==> src/rtl/lkvc_pkg.sv <==
package lkvc_pkg;

    // Capacity register geometry, fixed by the register map.
    localparam int CAP_W = 5;
    localparam logic [CAP_W-1:0] CAP_RESET = 5'd16;

    // Default build geometry.
    localparam int DEF_MAX_ENTRIES = 16;
    localparam int DEF_KEY_BITS    = 32;
    localparam int DEF_VALUE_BITS  = 32;

    // Request kinds.
    localparam logic REQ_GET = 1'b0;
    localparam logic REQ_SET = 1'b1;

endpackage

==> src/rtl/lkvc_channels.sv <==
interface lkvc_req_if
    import lkvc_pkg::*;
#(
    parameter int KEY_BITS   = DEF_KEY_BITS,
    parameter int VALUE_BITS = DEF_VALUE_BITS
);
    logic                  valid;
    logic                  ready;
    logic                  req_type;
    logic [KEY_BITS-1:0]   lookup_key;
    logic [VALUE_BITS-1:0] store_value;

    modport source (output valid, output req_type, output lookup_key, output store_value,
                    input ready);
    modport sink   (input valid, input req_type, input lookup_key, input store_value,
                    output ready);
endinterface

interface lkvc_rsp_if
    import lkvc_pkg::*;
#(
    parameter int VALUE_BITS = DEF_VALUE_BITS
);
    logic                  valid;
    logic                  ready;
    logic                  hit;
    logic [VALUE_BITS-1:0] read_value;

    modport source (output valid, output hit, output read_value, input ready);
    modport sink   (input valid, input hit, input read_value, output ready);
endinterface

==> src/rtl/lkvc_cell.sv <==
// One slot of the recency-ordered chain. A load takes the neighbor's entry.
module lkvc_cell #(
    parameter int KEY_BITS   = 32,
    parameter int VALUE_BITS = 32
) (
    input  logic                  clk,
    input  logic                  rst_n,
    input  logic                  load,
    input  logic                  in_valid,
    input  logic [KEY_BITS-1:0]   in_key,
    input  logic [VALUE_BITS-1:0] in_value,
    input  logic [KEY_BITS-1:0]   lookup_key,
    output logic                  out_valid,
    output logic [KEY_BITS-1:0]   out_key,
    output logic [VALUE_BITS-1:0] out_value,
    output logic                  match
);

    logic                  valid_reg;
    logic [KEY_BITS-1:0]   key_reg;
    logic [VALUE_BITS-1:0] value_reg;

    always_ff @(posedge clk or negedge rst_n)
    begin
        if (!rst_n)
        begin
            valid_reg <= 1'b0;
        end
        else if (load)
        begin
            valid_reg <= in_valid;
        end
    end

    always_ff @(posedge clk)
    begin
        if (load)
        begin
            key_reg   <= in_key;
            value_reg <= in_value;
        end
    end

    assign match     = valid_reg && (key_reg == lookup_key);
    assign out_valid = valid_reg;
    assign out_key   = key_reg;
    assign out_value = value_reg;

endmodule

==> src/rtl/lkvc_hit_select.sv <==
// Encodes the one-hot match vector and picks the matching value.
module lkvc_hit_select #(
    parameter int MAX_ENTRIES = 16,
    parameter int IDX_W       = 4,
    parameter int VALUE_BITS  = 32
) (
    input  logic [MAX_ENTRIES-1:0]                 match,
    input  logic [MAX_ENTRIES-1:0][VALUE_BITS-1:0] values,
    output logic                                   any_hit,
    output logic [IDX_W-1:0]                       hit_idx,
    output logic [VALUE_BITS-1:0]                  hit_value
);

    always_comb
    begin
        hit_idx   = '0;
        hit_value = '0;
        for (int i = 0; i < MAX_ENTRIES; i++)
        begin
            hit_idx   = hit_idx | (IDX_W'(i) & {IDX_W{match[i]}});
            hit_value = hit_value | (values[i] & {VALUE_BITS{match[i]}});
        end
    end

    assign any_hit = |match;

endmodule

==> src/rtl/lru_key_value_cache_unit.sv <==
// Response: a get is answered from the output register in the cycle after its request beat.
// Throughput: one request per cycle while the response side keeps up; the key compare,
//   one-hot select and the one-step shift of the cell chain all settle in the cycle of the request beat.
// Reset: every cell is empty, the entry count is zero and capacity reads 16. Stored keys
//   and values are not cleared, so no clearing pass runs and requests are taken at once.
module lru_key_value_cache_unit
    import lkvc_pkg::*;
#(
    parameter int MAX_ENTRIES = DEF_MAX_ENTRIES,
    parameter int KEY_BITS    = DEF_KEY_BITS,
    parameter int VALUE_BITS  = DEF_VALUE_BITS
) (
    input  logic             clk,
    input  logic             rst_n,
    input  logic             cfg_we,
    input  logic [CAP_W-1:0] cfg_wdata,
    lkvc_req_if.sink         req,
    lkvc_rsp_if.source       rsp
);

    localparam int IDX_W = (MAX_ENTRIES > 1) ? $clog2(MAX_ENTRIES) : 1;
    localparam int CNT_W = $clog2(MAX_ENTRIES + 1);
    localparam int CMP_W = (CNT_W > CAP_W) ? CNT_W : CAP_W;

    // The cells form a list ordered by recency: cell 0 holds the most recently used
    // entry and the valid cells are always a prefix of the chain. Making an entry the
    // most recent, or adding one, is a one-step shift of a prefix of the chain, with the
    // new head entering cell 0. Dropping the tail of that prefix is the eviction.

    logic [CAP_W-1:0] capacity_reg;
    logic [CNT_W-1:0] count_reg;
    logic [CNT_W-1:0] count_next;
    logic             out_valid_reg;
    logic             out_valid_next;
    logic             out_hit_reg;
    logic [VALUE_BITS-1:0] out_value_reg;

    logic [MAX_ENTRIES-1:0]                 cell_valid;
    logic [MAX_ENTRIES-1:0][KEY_BITS-1:0]   cell_key;
    logic [MAX_ENTRIES-1:0][VALUE_BITS-1:0] cell_value;
    logic [MAX_ENTRIES-1:0]                 cell_match;
    logic [MAX_ENTRIES-1:0]                 cell_load;

    logic                  any_hit;
    logic [IDX_W-1:0]      hit_idx;
    logic [VALUE_BITS-1:0] hit_value;

    logic                  req_beat;
    logic                  is_set;
    logic                  chain_active;
    logic [CNT_W-1:0]      used_cap;
    logic [CNT_W-1:0]      insert_count;
    logic [IDX_W-1:0]      shift_last;
    logic [VALUE_BITS-1:0] head_value;

    // The output register frees as it is drained, so a new request can be taken in the
    // same cycle that the pending response leaves.
    assign req.ready = !out_valid_reg || rsp.ready;
    assign req_beat  = req.valid && req.ready;
    assign is_set    = (req.req_type == REQ_SET);

    always_comb
    begin
        if (capacity_reg == '0)
        begin
            used_cap = CNT_W'(1);
        end
        else if (CMP_W'(capacity_reg) > CMP_W'(MAX_ENTRIES))
        begin
            used_cap = CNT_W'(MAX_ENTRIES);
        end
        else
        begin
            used_cap = CNT_W'(capacity_reg);
        end
    end

    // When the store is full, or holds more than a lowered capacity allows, an insert
    // keeps the count and the shift pushes the least recent entry off the prefix.
    assign insert_count = (count_reg >= used_cap) ? count_reg : count_reg + CNT_W'(1);

    lkvc_hit_select #(
        .MAX_ENTRIES (MAX_ENTRIES),
        .IDX_W       (IDX_W),
        .VALUE_BITS  (VALUE_BITS)
    ) u_hit_select (
        .match     (cell_match),
        .values    (cell_value),
        .any_hit   (any_hit),
        .hit_idx   (hit_idx),
        .hit_value (hit_value)
    );

    // A hit rotates cells 0 through the hit position; an insert shifts up to the new
    // last valid position. A get miss leaves the chain untouched.
    assign chain_active = req_beat && (any_hit || is_set);
    assign shift_last   = any_hit ? hit_idx : IDX_W'(insert_count - CNT_W'(1));
    assign head_value   = is_set ? req.store_value : hit_value;

    always_comb
    begin
        for (int i = 0; i < MAX_ENTRIES; i++)
        begin
            cell_load[i] = chain_active && (IDX_W'(i) <= shift_last);
        end
    end

    for (genvar g = 0; g < MAX_ENTRIES; g++)
    begin : g_cell
        logic                  left_valid;
        logic [KEY_BITS-1:0]   left_key;
        logic [VALUE_BITS-1:0] left_value;

        if (g == 0)
        begin : g_head
            assign left_valid = 1'b1;
            assign left_key   = req.lookup_key;
            assign left_value = head_value;
        end
        else
        begin : g_link
            assign left_valid = cell_valid[g-1];
            assign left_key   = cell_key[g-1];
            assign left_value = cell_value[g-1];
        end

        lkvc_cell #(
            .KEY_BITS   (KEY_BITS),
            .VALUE_BITS (VALUE_BITS)
        ) u_cell (
            .clk        (clk),
            .rst_n      (rst_n),
            .load       (cell_load[g]),
            .in_valid   (left_valid),
            .in_key     (left_key),
            .in_value   (left_value),
            .lookup_key (req.lookup_key),
            .out_valid  (cell_valid[g]),
            .out_key    (cell_key[g]),
            .out_value  (cell_value[g]),
            .match      (cell_match[g])
        );
    end

    always_comb
    begin
        count_next = count_reg;
        if (req_beat && is_set && !any_hit)
        begin
            count_next = insert_count;
        end
    end

    // A get always produces a response beat; a set produces none.
    always_comb
    begin
        out_valid_next = out_valid_reg && !rsp.ready;
        if (req_beat && !is_set)
        begin
            out_valid_next = 1'b1;
        end
    end

    always_ff @(posedge clk or negedge rst_n)
    begin
        if (!rst_n)
        begin
            capacity_reg  <= CAP_RESET;
            count_reg     <= '0;
            out_valid_reg <= 1'b0;
        end
        else
        begin
            if (cfg_we)
            begin
                capacity_reg <= cfg_wdata;
            end
            count_reg     <= count_next;
            out_valid_reg <= out_valid_next;
        end
    end

    // Response payload; a miss reads back as all ones.
    always_ff @(posedge clk)
    begin
        if (req_beat && !is_set)
        begin
            out_hit_reg   <= any_hit;
            out_value_reg <= any_hit ? hit_value : '1;
        end
    end

    assign rsp.valid      = out_valid_reg;
    assign rsp.hit        = out_hit_reg;
    assign rsp.read_value = out_value_reg;

    // The valid cells match the entry count, and keys stay unique.
    a_count_matches_cells: assert property (@(posedge clk) disable iff (!rst_n)
        $countones(cell_valid) == 32'(count_reg))
        else $error("entry count disagrees with valid cells");

    a_unique_match: assert property (@(posedge clk) disable iff (!rst_n)
        $onehot0(cell_match))
        else $error("key matched in more than one cell");

    a_valid_prefix: assert property (@(posedge clk) disable iff (!rst_n)
        (cell_valid & ~(cell_valid >> 1)) == (cell_valid ^ (cell_valid >> 1)))
        else $error("valid cells do not form a prefix of the chain");

    a_get_answers: assert property (@(posedge clk) disable iff (!rst_n)
        (req_beat && !is_set) |=> out_valid_reg)
        else $error("get request produced no response");

    a_set_silent: assert property (@(posedge clk) disable iff (!rst_n)
        (req_beat && is_set && !out_valid_reg) |=> !out_valid_reg)
        else $error("set request produced a response");

endmodule
==> src/flat_wrapper.sv <==
// flat-port wrapper written by rule: the top's interface ports become plain ports
module lru_key_value_cache_unit_flat import lkvc_pkg::*;
#(
    parameter int MAX_ENTRIES = DEF_MAX_ENTRIES,
    parameter int KEY_BITS    = DEF_KEY_BITS,
    parameter int VALUE_BITS  = DEF_VALUE_BITS
)
  (clk, rst_n, cfg_we, cfg_wdata, req_valid, req_req_type, req_lookup_key, req_store_value, req_ready, rsp_valid, rsp_hit, rsp_read_value, rsp_ready);
  lkvc_req_if #(.KEY_BITS(KEY_BITS), .VALUE_BITS(VALUE_BITS)) req_i ();
  lkvc_rsp_if #(.VALUE_BITS(VALUE_BITS)) rsp_i ();
  input  logic clk;
  input  logic rst_n;
  input  logic cfg_we;
  input  logic [CAP_W-1:0] cfg_wdata;
  input wire logic [$bits(req_i.valid)-1:0] req_valid;
  input wire logic [$bits(req_i.req_type)-1:0] req_req_type;
  input wire logic [$bits(req_i.lookup_key)-1:0] req_lookup_key;
  input wire logic [$bits(req_i.store_value)-1:0] req_store_value;
  output wire logic [$bits(req_i.ready)-1:0] req_ready;
  output wire logic [$bits(rsp_i.valid)-1:0] rsp_valid;
  output wire logic [$bits(rsp_i.hit)-1:0] rsp_hit;
  output wire logic [$bits(rsp_i.read_value)-1:0] rsp_read_value;
  input wire logic [$bits(rsp_i.ready)-1:0] rsp_ready;
  assign req_i.valid = req_valid;
  assign req_i.req_type = req_req_type;
  assign req_i.lookup_key = req_lookup_key;
  assign req_i.store_value = req_store_value;
  assign req_ready = req_i.ready;
  assign rsp_valid = rsp_i.valid;
  assign rsp_hit = rsp_i.hit;
  assign rsp_read_value = rsp_i.read_value;
  assign rsp_i.ready = rsp_ready;
  lru_key_value_cache_unit #(.MAX_ENTRIES(MAX_ENTRIES), .KEY_BITS(KEY_BITS), .VALUE_BITS(VALUE_BITS)) u_core (.clk(clk), .rst_n(rst_n), .cfg_we(cfg_we), .cfg_wdata(cfg_wdata), .req(req_i), .rsp(rsp_i));
endmodule
==> config.mk <==
export PLATFORM = sky130hd
export DESIGN_NAME = lru_key_value_cache_unit_flat
export DESIGN_NICKNAME = d
export VERILOG_FILES = /design/src/rtl/lkvc_pkg.sv /design/src/rtl/lkvc_channels.sv /design/src/rtl/lkvc_cell.sv /design/src/rtl/lkvc_hit_select.sv /design/src/rtl/lru_key_value_cache_unit.sv /design/src/flat_wrapper.sv
export SDC_FILE = /design/constraint.sdc
export NUM_CORES = 1
export LEC_CHECK = 0
export BUFFER_PORTS_ARGS = -buffer_cell sky130_fd_sc_hd__buf_2
export CAP_MARGIN = 20
export CORE_UTILIZATION = 40
export DETAILED_ROUTE_END_ITERATION = 12
export PLACE_DENSITY = 0.62
export SYNTH_ARGS = -nofsm -noshare
export SYNTH_HDL_FRONTEND = slang
export SYNTH_SLANG_ARGS = --single-unit
==> constraint.sdc <==
create_clock -name clk -period 7.9 [get_ports clk]
set_input_delay 0.395 -clock clk [delete_from_list [all_inputs] [get_ports clk]]
set_output_delay 0.395 -clock clk [all_outputs]
set_load 0.01 [all_outputs]
## Word-level counts from Yosys, hierarchy flattened

Index checks and enable logic that the tools add are counted.

| operators by class | value |
|---|---|
| add/subtract/negate cells | 2 |
| order comparisons | 18 |
| equality and inequality tests | 16 |
| muxes and demuxes | 6 |
| bitwise operators | 45 |
| reductions and logical operators | 46 |

Operators with widths:

| kind | count |
|---|---|
| $and 32x32->32 | 16 |
| $eq 32x32->1 | 16 |
| $or 32x32->32 | 15 |
| $logic_and 1x1->1 | 38 |
| $le 4x4->1 const A | 8 |
| $mux 32 | 1 |
| $or 4x4->4 | 7 |
| $le 3x4->1 const A | 4 |
| $reduce_or 16->1 | 1 |
| $mux 5 | 3 |
| $or 3x3->3 | 3 |
| $le 1x4->1 const A | 2 |
| $le 2x4->1 const A | 2 |
| $add 5x1->5 const B | 1 |
| $ge 5x5->1 | 1 |
| $gt 5x5->1 const B | 1 |
| $logic_not 5->1 | 1 |
| $logic_not 1->1 | 4 |
| $mux 4 | 1 |
| $or 3x4->4 | 1 |
| $sub 4x1->4 const B | 1 |
| $or 2x3->3 | 1 |
| $logic_or 1x1->1 | 2 |
| $or 1x2->2 | 1 |
| 2 further kinds | 2 |

| word-level totals | value |
|---|---|
| register bits after elaboration | 1084 |
| output and inout bits | 35 |
| logic and storage cells | 186 |

## Longest topological paths before layout

| logic depth | value |
|---|---|
| word-level depth | 19 |
| gate-level depth with buffers | 17 |
| depth with buffers taken out | 17 |

## Hierarchy

A second synthesis with hierarchy kept.

| unflattened totals | value |
|---|---|
| cell total of the unflattened synthesis | 2350 |
| area total of the unflattened synthesis | 42699.7 um^2 |

By module, submodules not included:

| module | times used | cells an instance | area an instance (um^2) | sequential area each (um^2) |
|---|---|---|---|---|
| lkvc_cell | 16 | 110 | 2313.5 | 1946.9 |
| lkvc_hit_select | 1 | 365 | 3084.2 | 0.0 |
| lru_key_value_cache_unit | 1 | 225 | 2600.0 | 1267.5 |

## Worst setup path after synthesis

Ideal clock, no wire load.

| timing path | value |
|---|---|
| kind | input port to flip-flop |
| from | input port req_lookup_key[21] |
| to | register u_core.g_cell[10].u_cell.valid_reg |
| arrival | 6.306 ns |
| data required time | 7.820 ns |
| slack | 1.514 ns |
| cell stages on the path | 12 |
| cells stage by stage | buf_4 > buf_8 > xor2_1 > nor4_1 > nand4_2 > nor3_2 > or4_4 > or4_1 > buf_4 > o21ba_4 > a21oi_1 > mux2_2 |

| between the ends | value |
|---|---|
| cells in the longest elaborated chain, start to end | 19 |
| elaborated cells between the ends (all ways) | 52 |
| those cells by class | order compare: 1; eq/ne: 16; mux: 1; bitwise: 14; reduce/logical: 20 |

RTL lines:

| element | RTL line | RTL |
|---|---|---|
| start, declared | flat_wrapper.sv:17 | `input wire logic [$bits(req_i.lookup_key)-1:0] req_lookup_key;` |
| $eq 32x32->1 | lkvc_cell.sv:44 | `assign match = valid_reg && (key_reg == lookup_key);` |
| $logic_and 1x1->1 | lkvc_cell.sv:44 |  |
| $or 1x2->2 | lkvc_hit_select.sv:20 | `hit_idx = hit_idx \| (IDX_W'(i) & {IDX_W{match[i]}});` |
| $or 2x2->2 | lkvc_hit_select.sv:20 |  |
| $or 2x3->3 | lkvc_hit_select.sv:20 |  |
| $or 3x3->3 (3 in series) | lkvc_hit_select.sv:20 |  |
| $or 3x4->4 | lkvc_hit_select.sv:20 |  |
| $or 4x4->4 (7 in series) | lkvc_hit_select.sv:20 |  |
| $mux 4 | lru_key_value_cache_unit.sv:97 | `assign shift_last = any_hit ? hit_idx : IDX_W'(insert_count - CNT_W'(1));` |
| $le 4x4->1 | lru_key_value_cache_unit.sv:104 | `cell_load[i] = chain_active && (IDX_W'(i) <= shift_last);` |
| $logic_and 1x1->1 (*) | lru_key_value_cache_unit.sv:104 |  |
| via u_core.g_cell[10].u_cell.load | lkvc_cell.sv:8 | `input logic load,` |
| end signal, assigned | lkvc_cell.sv:31 | `valid_reg <= in_valid;` |
| end, declared | lkvc_cell.sv:19 | `logic valid_reg;` |

The timed path passes the listed nets; every way through them passes the cells marked *.
A chain may end at the register's enable or synchronous reset.

## Worst setup path after layout

| timing path | value |
|---|---|
| from | register u_core.g_cell[7].u_cell.key_reg[30] |
| to | register u_core.g_cell[2].u_cell.value_reg[31], enable pin |

| between the ends | value |
|---|---|
| cells in the longest elaborated chain, start to end | 14 |
| elaborated cells between the ends (all ways) | 17 |
| those cells by class | order compare: 1; eq/ne: 1; mux: 1; bitwise: 9; reduce/logical: 5 |

RTL lines:

| element | RTL line | RTL |
|---|---|---|
| start, declared | lkvc_cell.sv:20 | `logic [KEY_BITS-1:0] key_reg;` |
| start signal, assigned | lkvc_cell.sv:39 | `key_reg <= in_key;` |
| $eq 32x32->1 (*) | lkvc_cell.sv:44 |  |
| $logic_and 1x1->1 (*) | lkvc_cell.sv:44 |  |
| $or 3x3->3 | lkvc_hit_select.sv:20 |  |
| $or 3x4->4 | lkvc_hit_select.sv:20 |  |
| $or 4x4->4 (7 in series) | lkvc_hit_select.sv:20 |  |
| $mux 4 | lru_key_value_cache_unit.sv:97 |  |
| $le 2x4->1 | lru_key_value_cache_unit.sv:104 |  |
| $logic_and 1x1->1 (*) | lru_key_value_cache_unit.sv:104 |  |
| via u_core.g_cell[2].u_cell.load | lkvc_cell.sv:8 |  |
| end signal, assigned | lkvc_cell.sv:40 | `value_reg <= in_value;` |
| end, declared | lkvc_cell.sv:21 | `logic [VALUE_BITS-1:0] value_reg;` |

Marked as above.

==> reports/metrics.csv <==
stage,metric,value,unit
setup_path,r2r-end,u_core.g_cell[2].u_cell.out_value[31]$_DFFE_PP_,
setup_path,cpMostUsedCell,buf_4,
setup_path,r2r_start,u_core.g_cell[7].u_cell.out_key[30]$_DFFE_PP_,
timing,fin_crit_sh,0.685,
setup_path,crit_buf_inv,2,
setup_path,end_kind,flip-flop,
cells_and_area,areaGrowthSynthToFinish,12.7,%
timing,slew_violations,0,
clock_network,cts_resized,0,
setup_path,worstSetupEndpoint,u_core.g_cell[2].u_cell.out_value[31]$_DFFE_PP_,
timing,clock_skew,0.0316,ns
setup_path,worst_path_largest_cell_delay,1.13,ns
clock_network,worst_skew_pair.late_latency,0.68,ns
power,seqPwrFrac,0.554,
global_route,grt_pass1_wl,163000,um
logic_synthesis,synth_top_area_share,0.739,
timing,worst_pin_slew,1.03,ns
setup_path,crit_family,simple AND/OR/NAND/NOR gates,
place,dp.cells,3907,
power,p_switching,0.00514,W
place,portBuffers,109,
logic_synthesis,yosys_warnings,0,
cells_and_area,diodes,0,
floorplanning,die_y,330,um
setup_path,slowest_stage,or4_2,
power,irDropWorstVdd,0.272,mV
place,gp_congestion,0.870,
setup_path,arrival,5.74,ns
timing,slew_headroom,0.314,
clock_network,cts-hold-fix-buffers,8,
clock_network,cts_tree,yes,
logic_synthesis,ys_types,56,
cells_and_area,nets,2717,
setup_path,required,8.23,ns
setup_path,crit_start,u_core.g_cell[7].u_cell.out_key[30]$_DFFE_PP_,
floorplanning,dieWidth,330,um
logic_synthesis,synth-seq-area-share,0.754,
status,status,"complete, no violations",
route,ant_nets,0,
clock_network,cts.path.max_buffers,3,
timing,setup_viol,0,
logic_synthesis,netlist_instances,2482,
power,clkPwrFrac,0.288,
clock_network,cts-root-buf,clkbuf_16,
clock_network,cts_sinks,1084,
logic_synthesis,synth_edf_count,1057,
logic_synthesis,synth.avg_cell_area,17.3,um^2
setup_path,reg2regPathDepth,11,
power,switching_share,0.298,
floorplanning,start_util,0.406,
setup_path,worst-path-stages,11,
power,p_leak,16.0,nW
route,finalWirelength,113000,um
logic_synthesis,synth_top_cells_by_area,"edfxtp_1 (74%), xor2_1 (9.5%), a22oi_1 (2.5%)",
timing,fmax,185,MHz
logic_synthesis,synth_top_area_cell,edfxtp_1,
setup_path,critPathLaunchType,flip-flop,
setup_path,worstPathMaxFanout,37,
logic_synthesis,synth_nets,2564,
route,drt-initial-drc-count,2771,
place,place_hpwl,70100,um
power,p_int,0.0121,W
clock_network,clk_pin_slew_worst_paths,0.06,ns
cells_and_area,drive_above_1_share,0.132,
power,power_density,356,nW/um^2
setup_path,r2r_slack,2.49,ns
setup_path,worstPathCellList,"xor2_1, nor4_1, nand4_1, nor4_4, buf_4, or4_4, or4_2, o21ba_4, nor3b_4, a21oi_4, buf_4",
global_route,grt.total_usage,0.206,
logic_synthesis,synth_area,43000,um^2
clock_network,htreeDepth,3,
global_route,antenna_found_initial,1,
clock_network,postCtsSetupBuffers,0,
setup_path,critPathKind,reg2reg,
cells_and_area,fin_cells,4117,
logic_synthesis,synth_top_cells_by_count,"edfxtp_1 (1057), xor2_1 (466), a22oi_1 (142)",
floorplanning,row_count,119,
timing,hold_viol,0,
run,maxCapViolCount,0,
route,vias,23300,
floorplanning,fp.dieArea,109000,um^2
timing,period_needed,5.41,ns
route,viasPerCell,5.67,
floorplanning,core,106000,um^2
logic_synthesis,synth_most_common_cell,edfxtp_1,
route,drcViolationCount,0,
route,drtPass1Iterations,5,
logic_synthesis,ys.flop_type,edfxtp_1,
timing,rsz0062_at_grt,false,
clock_network,cts_buffers,109,
min_path,hold_class,in2reg,
logic_synthesis,ys_ff_latch,1084,
global_route,grt_max_degree,66,
global_route,grt_pass1_vias,24500,
floorplanning,io_pins,110,
logic_synthesis,synthArstFlopShare,0.0249,
route,wl_per_cell,27.3,um
timing,finalSetupTns,0,ns
power,pwr-share-comb,0.159,
global_route,grt_overflow,0,
[stage by stage]
| stage | worst slack [ns] | power [W] | hold slack [ns] | utilization | instance area (um^2) |
|---|---|---|---|---|---|
| CTS | 2.49 | 0.0173 | 0.00352 | 0.458 | 48400 |
| detailed placement | 2.02 | 0.0124 | 0.434 | 0.425 | 45000 |
| global placement | 2.01 | 0.0122 | 0.429 | 0.425 | 45000 |
| floorplan | 1.51 | 0.0110 | 0.0994 | - | 43000 |
| finish | 2.49 | 0.0173 | 0.0514 | 0.458 | 48400 |
| global route | 2.39 | 0.0178 | 0.0464 | 0.458 | 48400 |
[how the worst min path moves through the flow]
stage                     slack [ns]                                              from  depth (start not counted)                                                to
final                           0.05                                            cfg_we                          2                u_core.capacity_reg[1]$_DFFE_PN0P_
after global routing            0.05                                            cfg_we                          2                u_core.capacity_reg[1]$_DFFE_PN0P_
after CTS                      0.004                                            cfg_we                          2                u_core.capacity_reg[1]$_DFFE_PN0P_
after detailed placement        0.43  u_core.g_cell[12].u_cell.out_value[23]$_DFFE_PP_                          0  u_core.g_cell[13].u_cell.out_value[23]$_DFFE_PP_
after global placement          0.43   u_core.g_cell[4].u_cell.out_value[26]$_DFFE_PP_                          0   u_core.g_cell[5].u_cell.out_value[26]$_DFFE_PP_
after floorplan                  0.1                                             rst_n                          0                u_core.capacity_reg[0]$_DFFE_PN0P_
[cells in the final DEF, fill, tap and decap left out, drive strengths merged, types with 32 or more instances in the layout]
master,count
clkbuf,139
edfxtp,1057
a221oi,57
a22o,57
nand4,32
mux2i,34
nand2,56
a22oi,142
clkinv,50
nor2,41
xnor2,52
xor2,466
buf,155
inv,44
nor4,116
nand3,81
[power groups by stage]
stage	Combinational, W	Sequential, W	Clock (W)
after detailed placement	0.00274	0.00962	0
after floorplan	0.00163	0.00934	0
after global placement	0.00270	0.00955	0
after global routing	0.00291	0.00967	0.00523
final	0.00274	0.00955	0.00496
after CTS	0.00275	0.00952	0.00503
[layer usage]
layer | global-route usage | share of wire | vias up
met5 | 0 | 0 | -
met4 | 0.0957 | 0.042 | 0
met2 | 0.338 | 0.48 | 1252
met3 | 0.0350 | 0.078 | 269
met1 | 0.266 | 0.40 | 11900
li1 | - | - | 9900
[cell type report]
cell class,instances,area [um^2]
Clock buffer,139,2900
Tap cell,1391,1740
Multi-Input combinational cell,1235,9730
Clock inverter,63,477
Fill cell,8985,57400
Timing Repair Buffer,163,1010
Sequential cell,1084,32400
Inverter,42,161
[kinds of logic (layout without fill, tap and decap cells)]
kind of cell | after synthesis | count (layout) | synth area share
DFF | 1084 | 1084 | 0.754
xor gates and xnor gates | 518 | 518 | 0.106
and+or+nand+nor | 377 | 377 | 0.0486
AOI/OAI and AO/OA | 282 | 282 | 0.0529
buffers and inverters | 163 | 407 | 0.0242
muxes | 51 | 51 | 0.0124
adders and majority gates | 7 | 7 | 0.00204
(Power assumes the default switching activity.)
